**src/hdl/kvt_pkg.sv**
```systemverilog
// Shared types, constants and elaboration helpers for the key/value table.
package kvt_pkg;

  localparam int DEF_CAPACITY   = 256;
  localparam int DEF_KEY_BITS   = 32;
  localparam int DEF_VALUE_BITS = 32;
  localparam int FIELD_BITS     = 32;
  localparam int IDX_W          = 13;
  localparam int RADIX_LOG      = 4;
  localparam int RADIX          = 1 << RADIX_LOG;

  typedef enum logic [2:0] {
    OP_INSERT     = 3'd0,
    OP_UPDATE     = 3'd1,
    OP_INS_OR_UPD = 3'd2,
    OP_ERASE      = 3'd3,
    OP_LOOKUP     = 3'd4,
    OP_INDEX      = 3'd5
  } op_t;

  typedef enum logic [1:0] {
    ST_IDLE,
    ST_CMP,
    ST_RED,
    ST_APPLY
  } state_t;

  typedef struct packed {
    logic [2:0]  req_type;
    logic [31:0] req_key;
    logic [31:0] req_value;
    logic [8:0]  req_index;
  } req_t;

  typedef struct packed {
    logic        ok;
    logic [31:0] found_key;
    logic [31:0] found_value;
    logic [8:0]  entry_count;
  } rsp_t;

  typedef struct packed {
    logic             cmp;
    logic             ins;
    logic             upd;
    logic             ers;
    logic [IDX_W-1:0] at;
  } cell_ctl_t;

  // nodes on tree level lvl for n leaves
  function automatic int tree_cnt(input int n, input int lvl);
    int c;
    c = n;
    for (int i = 0; i < lvl; i++) c = (c + RADIX - 1) >> RADIX_LOG;
    return c;
  endfunction

  function automatic int tree_levels(input int n);
    int lv;
    lv = 0;
    for (int i = 0; i < 32; i++) begin
      if (tree_cnt(n, lv) > 1) lv = lv + 1;
    end
    return lv;
  endfunction

  function automatic int tree_off(input int n, input int lvl);
    int o;
    o = 0;
    for (int i = 0; i < lvl; i++) o = o + tree_cnt(n, i);
    return o;
  endfunction

endpackage

```
**src/hdl/kvt_cell.sv**
```systemverilog
// One table entry: key/value storage, parallel match and neighbor shift on erase.
module kvt_cell #(
  parameter int POS = 0,
  parameter int PW  = 8,
  parameter int KW  = 32,
  parameter int VW  = 32
) (
  input  logic                      clk,
  input  logic                      rst_n,
  input  kvt_pkg::req_t             req,
  input  logic [kvt_pkg::IDX_W-1:0] count,
  input  kvt_pkg::cell_ctl_t        ctl,
  input  logic [KW-1:0]             nb_key,
  input  logic [VW-1:0]             nb_val,
  output logic [KW-1:0]             key,
  output logic [VW-1:0]             val,
  output logic [PW+KW+VW:0]         contrib
);
  import kvt_pkg::*;

  localparam logic [IDX_W-1:0] MY_POS = IDX_W'(POS);

  logic [KW-1:0]       key_r;
  logic [VW-1:0]       val_r;
  logic                hit_r;
  logic [PW+KW+VW:0]   contrib_r;
  logic                hit_c;
  logic                live;
  logic [KW-1:0]       key_in;
  logic [VW-1:0]       val_in;

  assign key_in = req.req_key[KW-1:0];
  assign val_in = req.req_value[VW-1:0];
  assign live   = MY_POS < count;

  always_comb begin
    hit_c = 1'b0;
    if (req.req_type inside {OP_INSERT, OP_UPDATE, OP_INS_OR_UPD, OP_ERASE, OP_LOOKUP}) begin
      hit_c = live && (key_r == key_in);
    end else if (req.req_type == OP_INDEX) begin
      hit_c = live && ({{(IDX_W-9){1'b0}}, req.req_index} == MY_POS);
    end
  end

  always_ff @(posedge clk) begin
    if (!rst_n) begin
      hit_r <= 1'b0;
    end else if (ctl.cmp) begin
      hit_r <= hit_c;
    end
  end

  always_ff @(posedge clk) begin
    if (ctl.cmp) begin
      contrib_r <= hit_c ? {1'b1, PW'(POS), key_r, val_r} : '0;
    end
  end

  always_ff @(posedge clk) begin
    if (ctl.ins && (MY_POS == ctl.at)) begin
      key_r <= key_in;
      val_r <= val_in;
    end else if (ctl.upd && hit_r) begin
      val_r <= val_in;
    end else if (ctl.ers && (MY_POS >= ctl.at)) begin
      key_r <= nb_key;
      val_r <= nb_val;
    end
  end

  assign key     = key_r;
  assign val     = val_r;
  assign contrib = contrib_r;

endmodule

```
**config.mk**
```make
export PLATFORM = sky130hd
export DESIGN_NAME = kvt_cell
export DESIGN_NICKNAME = d
export VERILOG_FILES = /design/src/hdl/kvt_pkg.sv /design/src/hdl/kvt_cell.sv
export SDC_FILE = /design/constraint.sdc
export NUM_CORES = 1
export LEC_CHECK = 0
export BUFFER_PORTS_ARGS = -buffer_cell sky130_fd_sc_hd__buf_4
export CELL_PAD_IN_SITES_DETAIL_PLACEMENT = 1
export CELL_PAD_IN_SITES_GLOBAL_PLACEMENT = 2
export CORE_ASPECT_RATIO = 1.75
export CORE_MARGIN = 4
export CORE_UTILIZATION = 28
export CTS_CLUSTER_DIAMETER = 40
export DETAILED_ROUTE_END_ITERATION = 10
export PLACE_DENSITY_LB_ADDON = 0.1
export SYNTH_ARGS = -nofsm -noshare
export SYNTH_HDL_FRONTEND = slang
export SYNTH_SLANG_ARGS = --single-unit
```
**constraint.sdc**
```tcl
create_clock -name clk -period 2.8 [get_ports clk]
set_input_delay 0.14 -clock clk [delete_from_list [all_inputs] [get_ports clk]]
set_output_delay 0.14 -clock clk [all_outputs]
set_load 0.005 [all_outputs]
```
==> results of run 1 <==
[power groups by stage]
stage / clock, µW / sequential, µW / combinational (µW)
3_5_place_dp: 0 / 2240 / 412
6_report: 2290 / 2200 / 417
2_1_floorplan: 0 / 2240 / 102
4_1_cts: 2350 / 2200 / 426
3_3_place_gp: 0 / 2240 / 404
5_1_grt: 2440 / 2200 / 452
[kinds of logic (layout without fill, tap and decap cells)]
group	after synthesis	count (layout)	synth area share (%)
XOR/XNOR	32	32	4.762
flip-flops	130	130	66.16
buffers and inverters	27	352	3.252
AND/OR/NAND/NOR	162	162	12.76
multiplexers	64	64	12.24
other	1	10	0.06371
AO/OA/AOI/OAI	5	5	0.7654
[area by class of cell]
type | count | area share, %
flip-flops and latches | 130 | 42.86
multi-input cells | 271 | 20.14
well taps | 248 | 3.416
clock buffers | 19 | 4.766
diodes | 2 | 0.05510
clock inverters | 12 | 1.818
repair buffers | 321 | 26.94
[stage by stage]
step | std cells | power (µW) | util, % | worst slack [ns] | instance area (µm²)
5_1_grt | 1003 | 5097 | 44.40 | 0.3153 | 9084
6_report | 1003 | 4902 | 44.40 | 0.4887 | 9084
3_5_place_dp | 960 | 2652 | 40.96 | 0.4381 | 8381
3_3_place_gp | 960 | 2643 | 40.96 | 0.4667 | 8381
2_1_floorplan | 428 | 2345 | - | 0.6863 | 5912
4_1_cts | 1001 | 4980 | 44.37 | 0.4162 | 9079
[state kept, by name, summed over array words and instances (netlist names)]
register,count
contrib,65
key,32
val,32
hit_r,1
[cell usage in the layout (no fill, tap or decap), types with 2 or more instances in the layout]
| master | netlist | final |
|---|---|---|
| sky130_fd_sc_hd__buf_4 | 11 | 310 |
| sky130_fd_sc_hd__bufinv_16 | 0 | 4 |
| sky130_fd_sc_hd__clkbuf_1 | 7 | 2 |
| sky130_fd_sc_hd__clkbuf_16 | 0 | 17 |
| sky130_fd_sc_hd__clkinv_2 | 0 | 5 |
| sky130_fd_sc_hd__conb_1 | 1 | 8 |
| sky130_fd_sc_hd__diode_2 | 0 | 2 |
| sky130_fd_sc_hd__dlygate4sd3_1 | 0 | 10 |
| sky130_fd_sc_hd__edfxtp_1 | 129 | 129 |
| sky130_fd_sc_hd__mux2_2 | 64 | 64 |
| sky130_fd_sc_hd__nand2_1 | 68 | 67 |
| sky130_fd_sc_hd__nand2_2 | 2 | 3 |
| sky130_fd_sc_hd__nand3_1 | 2 | 2 |
| sky130_fd_sc_hd__nand4_1 | 10 | 10 |
| sky130_fd_sc_hd__nor2_1 | 38 | 38 |
| sky130_fd_sc_hd__nor2_2 | 30 | 30 |
| sky130_fd_sc_hd__nor3_1 | 4 | 4 |
| sky130_fd_sc_hd__nor4_1 | 5 | 5 |
| sky130_fd_sc_hd__o21ai_0 | 2 | 2 |
| sky130_fd_sc_hd__xnor2_1 | 30 | 30 |
| sky130_fd_sc_hd__xor2_1 | 2 | 2 |
[layer usage]
metal	routed length (µm)	global-route usage, %
met1	6154	14.93
met2	11520	32.42
met3	1720	7.020
met4	1026	10.09
met5	0	0
[worst max-delay path by stage]
stage,startpoint,to,slack (ns)
after CTS,key[26],contrib[7],0.42
after global routing,key[26],contrib[32],0.32
after detailed placement,key[26],contrib[4],0.44
final,key[26],contrib[12],0.49
after global placement,key[26],contrib[31],0.47
after floorplan,ctl[7],val[0],0.69
[timing repair]
action,in CTS,in global routing
hold buffers,10,0
endpoints found under the hold margin,7,0
buffers inserted,0,0
==> summary.md, run 1 <==
| Metric | Value |
|---|---|
| Outcome | `finished clean` |
| Crit path launch type | `register` |
| Peak supply drop | `0.0002854 V` |
| Number of antenna violations at the first check in global routing | `2` |
| Sink of the worst hold path | `key[14]` |
| Relative contribution of combinational cells to total power | `8.5%` |
| Final count of pins violating max slew | `0` |
| Worst Clk Skew | `0.007382 ns` |
| Horizontal die dimension | `117.6 µm` |
| Maxcap violations | `0` |
| Kind of cell with the highest combined delay on the critical path | `simple AND/OR/NAND/NOR gates` |
| Critical register-to-register path endpoint | `contrib[12]` |
| Required arrival time at the worst endpoint | `3.07 ns` |
| Worst-Skew Late Latency | `0.42 ns` |
| Remaining routing DRC violations | `0` |
| Setup CP Type | `reg2reg` |
| Class of the tightest hold or removal check | `in2reg` |
| Filler cells | `2178` |
| Worst endpoint data arrival time | `2.59 ns` |
| Number of buffers inserted during clock tree synthesis | `17` |
| Most frequent cells after synthesis | `sky130_fd_sc_hd__edfxtp_1 (129), sky130_fd_sc_hd__nand2_1 (68), sky130_fd_sc_hd__mux2_2 (64), sky130_fd_sc_hd__nor2_1 (38)` |
| Vias per cell | `4.532` |
| Total congestion overflow | `0` |
| Register Area | `3894 µm²` |
| Tmin final | `2.311 ns` |
| Critical Path, Cell by Cell | `xnor2_1, nand4_1, nor4_2, a31oi_4, buf_4, nor2_2` |
| Critical path fanouts, max | `28` |
| CTS root buf | `sky130_fd_sc_hd__clkbuf_16` |
| Total net switching power | `974.1 µW` |
| Setup TNS | `0 ns` |
| Area delta synth->final | `54.34%` |
| Reg2Reg Setup Slack | `0.49 ns` |
| Pin slew with the least headroom to its limit | `0.9404 ns` |
| Worst Setup End Kind | `register` |
| Pin count of the biggest net entering global routing | `68` |
| Maximum buffer depth of the clock tree | `2` |
| Global-route wire length before repair | `29870 µm` |
| Delay of the slowest cell on the worst path | `0.47 ns` |
| Fraction of power consumed by the clock network | `46.6%` |
| Post-detailed-placement half-perimeter wirelength | `15910 µm` |
| Commonest register cell after synthesis | `sky130_fd_sc_hd__edfxtp_1` |
| Netlist area before placement | `5886 µm²` |
| Worst Min Path Start | `nb_key[14]` |
| Cells after Synth | `421` |
| Mapped Avg Cell Area | `13.98 µm²` |
| Antenna-violating nets left | `0` |
| Worst path slowest cell | `sky130_fd_sc_hd__nor4_2` |
| Proportion of synthesized chip area in sequential cells | `66.16%` |
| Worst Path Buf+Inv | `1` |
| Fraction of layout cells with a size suffix above 1 | `58.17%` |
| Via Count | `4546` |
| Die Y | `199.8 µm` |
| Count of unique library cells instantiated by Yosys | `25` |
| Count of flip-flops with a built-in enable after synthesis | `129` |
| Hold WS | `0.02728 ns` |
| Power density over the cells | `539.6 nW/µm²` |
| Port-buffer cells | `300` |
| Setup-failing EPs final | `0` |
| Ports | `309` |
| Clock transition at the register clock pins on the worst setup and hold paths after CTS | `0.06 ns` |
| TritonCTS clock tree | `done` |
| Count leader, synth | `sky130_fd_sc_hd__edfxtp_1` |
| Number of warnings printed during yosys synthesis | `0` |
| Clock Sink Count | `130` |
| Count of state elements after synthesis | `130` |
| Worst rel slew slack | `37.31%` |
| Setup repair after global routing missed its margin | `false` |
| Worst path depth | `6` |
| Total of cells resized after clock tree synthesis | `0` |
| Die area | `23490 µm²` |
| All-Layer GR Usage | `17.04%` |
| DRC marker count from the first detailed-route iteration | `97` |
| Post-synth top area share | `65.82%` |
| Internal power | `3928 µW` |
| Starting utilization of the core area | `28.77%` |
| Share of total power in sequential cells | `44.9%` |
| Leading area contributor after synthesis | `sky130_fd_sc_hd__edfxtp_1` |
| Startpoint of the most critical register-to-register path | `key[26]` |
| Leakage | `0.003871 µW` |
| Synth top area cells | `sky130_fd_sc_hd__edfxtp_1 (66%), sky130_fd_sc_hd__mux2_2 (12%), sky130_fd_sc_hd__xnor2_1 (4.5%), sky130_fd_sc_hd__nand2_1 (4.3%), sky130_fd_sc_hd__nor2_2 (3.2%)` |
| Area taken by multi-input logic gates | `1829 µm²` |
| Detailed-route wire length | `20420 µm` |
| Routed wire per std cell | `20.36 µm` |
| Proportion of synthesized flip-flops having asynchronous set or reset | `0%` |
| Number of nets in the layout | `913` |
| Worst-case reg-to-reg path depth | `6` |
| Share of the cycle needed by the critical path after routing | `82.55%` |
| Switch share | `19.87%` |
| Total number of placement rows | `69` |
| Hold depth | `2` |
| Number of H-tree branching levels | `4` |
| Core ar. | `20460 µm²` |
| Weighted congestion reported at the end of routability-driven placement | `0.7400` |
| Number of detailed-routing iterations run before antenna repair | `4` |
| Final hold vios | `0` |
| Fmax achieved | `0.4327 GHz` |
| Via count of the first global-routing pass | `5086` |
No activity file was read; power rests on OpenSTA's default activity.
==> inputs of run 2 (changes only) <==
Settings changed: ABC_AREA set to 1, CORE_UTILIZATION 28 to 24.
Clock period 2.8 ns to 1.9 ns, I/O delays scaled along.
==> run 2 against run 1 <==
Effect of this change:
- critical endpoint unchanged
- first-iteration DRC count is 93% higher
- via count is 15% higher
- flip-flop and latch count stayed put
==> summary.md, run 2 <==
| Metric | Value |
|---|---|
| Hold depth | `3` |
| Antenna-violating nets left | `0` |
| Leading area contributor after synthesis | `sky130_fd_sc_hd__edfxtp_1` |
| Count of state elements after synthesis | `130` |
| Global-route wire length before repair | `31480 µm` |
| Post-detailed-placement half-perimeter wirelength | `15660 µm` |
| Routed wire per std cell | `15.86 µm` |
| Core ar. | `24120 µm²` |
| Max reg flops | `65` |
| Worst Min Path Start | `req[47]` |
| Post-Route Utilization | `43.53%` |
| Worst path depth | `10` |
| Clock Sink Count | `130` |
| Post-Place Cells | `1138` |
| Critical path fanouts, max | `18` |
| Maximum buffer depth of the clock tree | `2` |
| Most frequent cells after synthesis | `sky130_fd_sc_hd__nand2_1 (136), sky130_fd_sc_hd__edfxtp_1 (129), sky130_fd_sc_hd__inv_1 (76), sky130_fd_sc_hd__nor2_1 (74), sky130_fd_sc_hd__mux2_2 (24)` |
| Area taken by multi-input logic gates | `1645 µm²` |
| Number of antenna violations at the first check in global routing | `1` |
| Tmin final | `1.765 ns` |
| Most common cell after layout, fill and taps aside | `sky130_fd_sc_hd__buf_4` |
| Worst Clk Skew | `0.007379 ns` |
| Total Power Consumption | `7017 µW` |
| Die Y | `215.8 µm` |
| Leakage | `0.004868 µW` |
| Power density over the cells | `668.4 nW/µm²` |
| Commonest non-fill, non-tap cells in the layout | `sky130_fd_sc_hd__buf_4 (314), sky130_fd_sc_hd__nand2_1 (132), sky130_fd_sc_hd__edfxtp_1 (129)` |
| CTS root buf | `sky130_fd_sc_hd__clkbuf_16` |
| Number of H-tree branching levels | `4` |
| Peak supply drop | `0.0005306 V` |
| Outcome | `finished clean` |
| Worst endpoint data arrival time | `2.04 ns` |
| Total non-filler cell area in the finished layout | `10500 µm²` |
| Fmax achieved | `0.5666 GHz` |
| Proportion of synthesized flip-flops having asynchronous set or reset | `0%` |
| Detailed-route wire length | `20620 µm` |
| Number of nets in the layout | `1150` |
| Final count of pins violating max slew | `0` |
| Post-synth top area share | `65.44%` |
| Number of detailed-routing iterations run before antenna repair | `4` |
| Total congestion overflow | `0` |
| All-Layer GR Usage | `15.02%` |
| Setup-failing EPs final | `0` |
| Total number of placement rows | `75` |
| Cells after Synth | `533` |
| Mapped Avg Cell Area | `11.11 µm²` |
| Register Area | `3894 µm²` |
| Worst Path Buf+Inv | `1` |
| Critical register-to-register path endpoint | `contrib[12]` |
| Final hold vios | `0` |
| Crit path launch type | `register` |
| Area delta synth->final | `77.36%` |
| Vias per cell | `4.036` |
| Worst Setup End Kind | `register` |
| Startpoint of the most critical register-to-register path | `key[2]` |
| Setup repair after global routing missed its margin | `false` |
| Horizontal die dimension | `126.7 µm` |
| Synth top area cells | `sky130_fd_sc_hd__edfxtp_1 (65%), sky130_fd_sc_hd__nand2_1 (8.6%), sky130_fd_sc_hd__inv_1 (4.8%), sky130_fd_sc_hd__nor2_1 (4.7%), sky130_fd_sc_hd__mux2_2 (4.6%)` |
| Clock transition at the register clock pins on the worst setup and hold paths after CTS | `0.06 ns` |
| Count of unique library cells instantiated by Yosys | `25` |
| Count of flip-flops with a built-in enable after synthesis | `129` |
| Worst path slowest cell | `sky130_fd_sc_hd__edfxtp_1` |
| DRC marker count from the first detailed-route iteration | `187` |
| Number of buffers inserted during clock tree synthesis | `17` |
| Sink of the worst hold path | `key[6]` |
| Required arrival time at the worst endpoint | `2.17 ns` |
| Fraction of layout cells with a size suffix above 1 | `40.06%` |
| Port-buffer cells | `300` |
| Maxcap violations | `0` |
| Die area | `27340 µm²` |
| Filler cells | `2687` |
| Worst-Skew Late Latency | `0.42 ns` |
| Weighted congestion reported at the end of routability-driven placement | `0.7545` |
| Number of warnings printed during yosys synthesis | `0` |
| Count leader, synth | `sky130_fd_sc_hd__nand2_1` |
| Non-filler instance count after layout | `1300` |
| Via Count | `5247` |
| Starting utilization of the core area | `24.54%` |
| Critical Path, Cell by Cell | `xnor2_1, nand2_1, nor2_2, nand2_2, nor2_2, nand3_1, nand2_2, nand2_8, buf_12, nor2_1` |
| Share of the cycle needed by the critical path after routing | `92.89%` |
| Delay of the slowest cell on the worst path | `0.42 ns` |
| Remaining routing DRC violations | `0` |
| TritonCTS clock tree | `done` |
| Placed standard-cell area | `8645 µm²` |
| Netlist area before placement | `5919 µm²` |
| Worst-case reg-to-reg path depth | `10` |
| Class of the tightest hold or removal check | `in2reg` |
| Reg2Reg Setup Slack | `0.14 ns` |
| Setup TNS | `0 ns` |
| Proportion of synthesized chip area in sequential cells | `65.78%` |
| Via count of the first global-routing pass | `5905` |
| Pin count of the biggest net entering global routing | `68` |
| Setup CP Type | `reg2reg` |
| Commonest register cell after synthesis | `sky130_fd_sc_hd__edfxtp_1` |
| Kind of cell with the highest combined delay on the critical path | `simple AND/OR/NAND/NOR gates` |
| Ports | `309` |
-- run 2: power by group --
group / switching, µW / internal, µW
logic: 272 / 546
registers: 23.3 / 3220
clock network: 1200 / 1760
-- run 2: worst max path at each step --
stage	startpoint	endpoint	slack, ns
after floorplan	ctl[11]	key[0]	0.07
after global placement	key[23]	contrib[25]	0.04
after detailed placement	key[22]	contrib[53]	0.003
after CTS	key[22]	contrib[53]	0.02
after global routing	hit_r	val[6]	0.006
final	key[2]	contrib[12]	0.14
-- run 2: cell type report --
class / count / share of cell area (%)
antenna: 1 / 0.02384
clock buffer: 18 / 4.088
clock inverter: 14 / 0.9296
inverter: 77 / 2.777
multi-input combinational: 308 / 15.67
sequential: 130 / 37.09
tap: 308 / 3.671
timing repair buffer: 444 / 35.75
-- run 2: what timing repair did --
item                       in CTS  in global routing
hold buffers                  121                  0
setup buffers                   1                  7
hold endpoints to repair       65                  0
cloned                          0                  1
setup endpoints to repair       4                 82
resized for setup               0                 12
pin swaps                       0                  4
-- run 2: worst register-to-register path, delay by kind of cell (launching register included) --
kind / cells / cell delay [ns]
buffers and inverters: 1 / 0.18
XOR/XNOR: 1 / 0.18
flip-flops: 1 / 0.42
AND/OR/NAND/NOR: 8 / 0.86
-- run 2: kinds of logic (layout without fill, tap and decap cells) --
logic type	count (synthesis)	in the layout	synth area share, %
mux	24	24	4.566
other cells	1	9	0.06335
simple gates	238	238	17.06
flops	130	130	65.78
buf+inv	102	553	7.799
compound gates	14	14	1.184
xor+xnor	24	24	3.551
-- run 2: per-stage QoR --
| stage | hold WS, ns | setup slack [ns] |
|---|---|---|
| finish | 0.05640 | 0.1351 |
| floorplan | 0.1885 | 0.06641 |
| CTS | 0.02746 | 0.01852 |
| global route | 0.07051 | 0.005835 |
| detailed placement | 0.3647 | 0.003093 |
| global placement | 0.3534 | 0.04250 |
-- run 2: per-layer routing --
layer	wire length (µm)	GRT usage, %
met5	0	0
met4	472	5.762
met3	1571	5.319
met2	12250	30.20
met1	6331	13.05
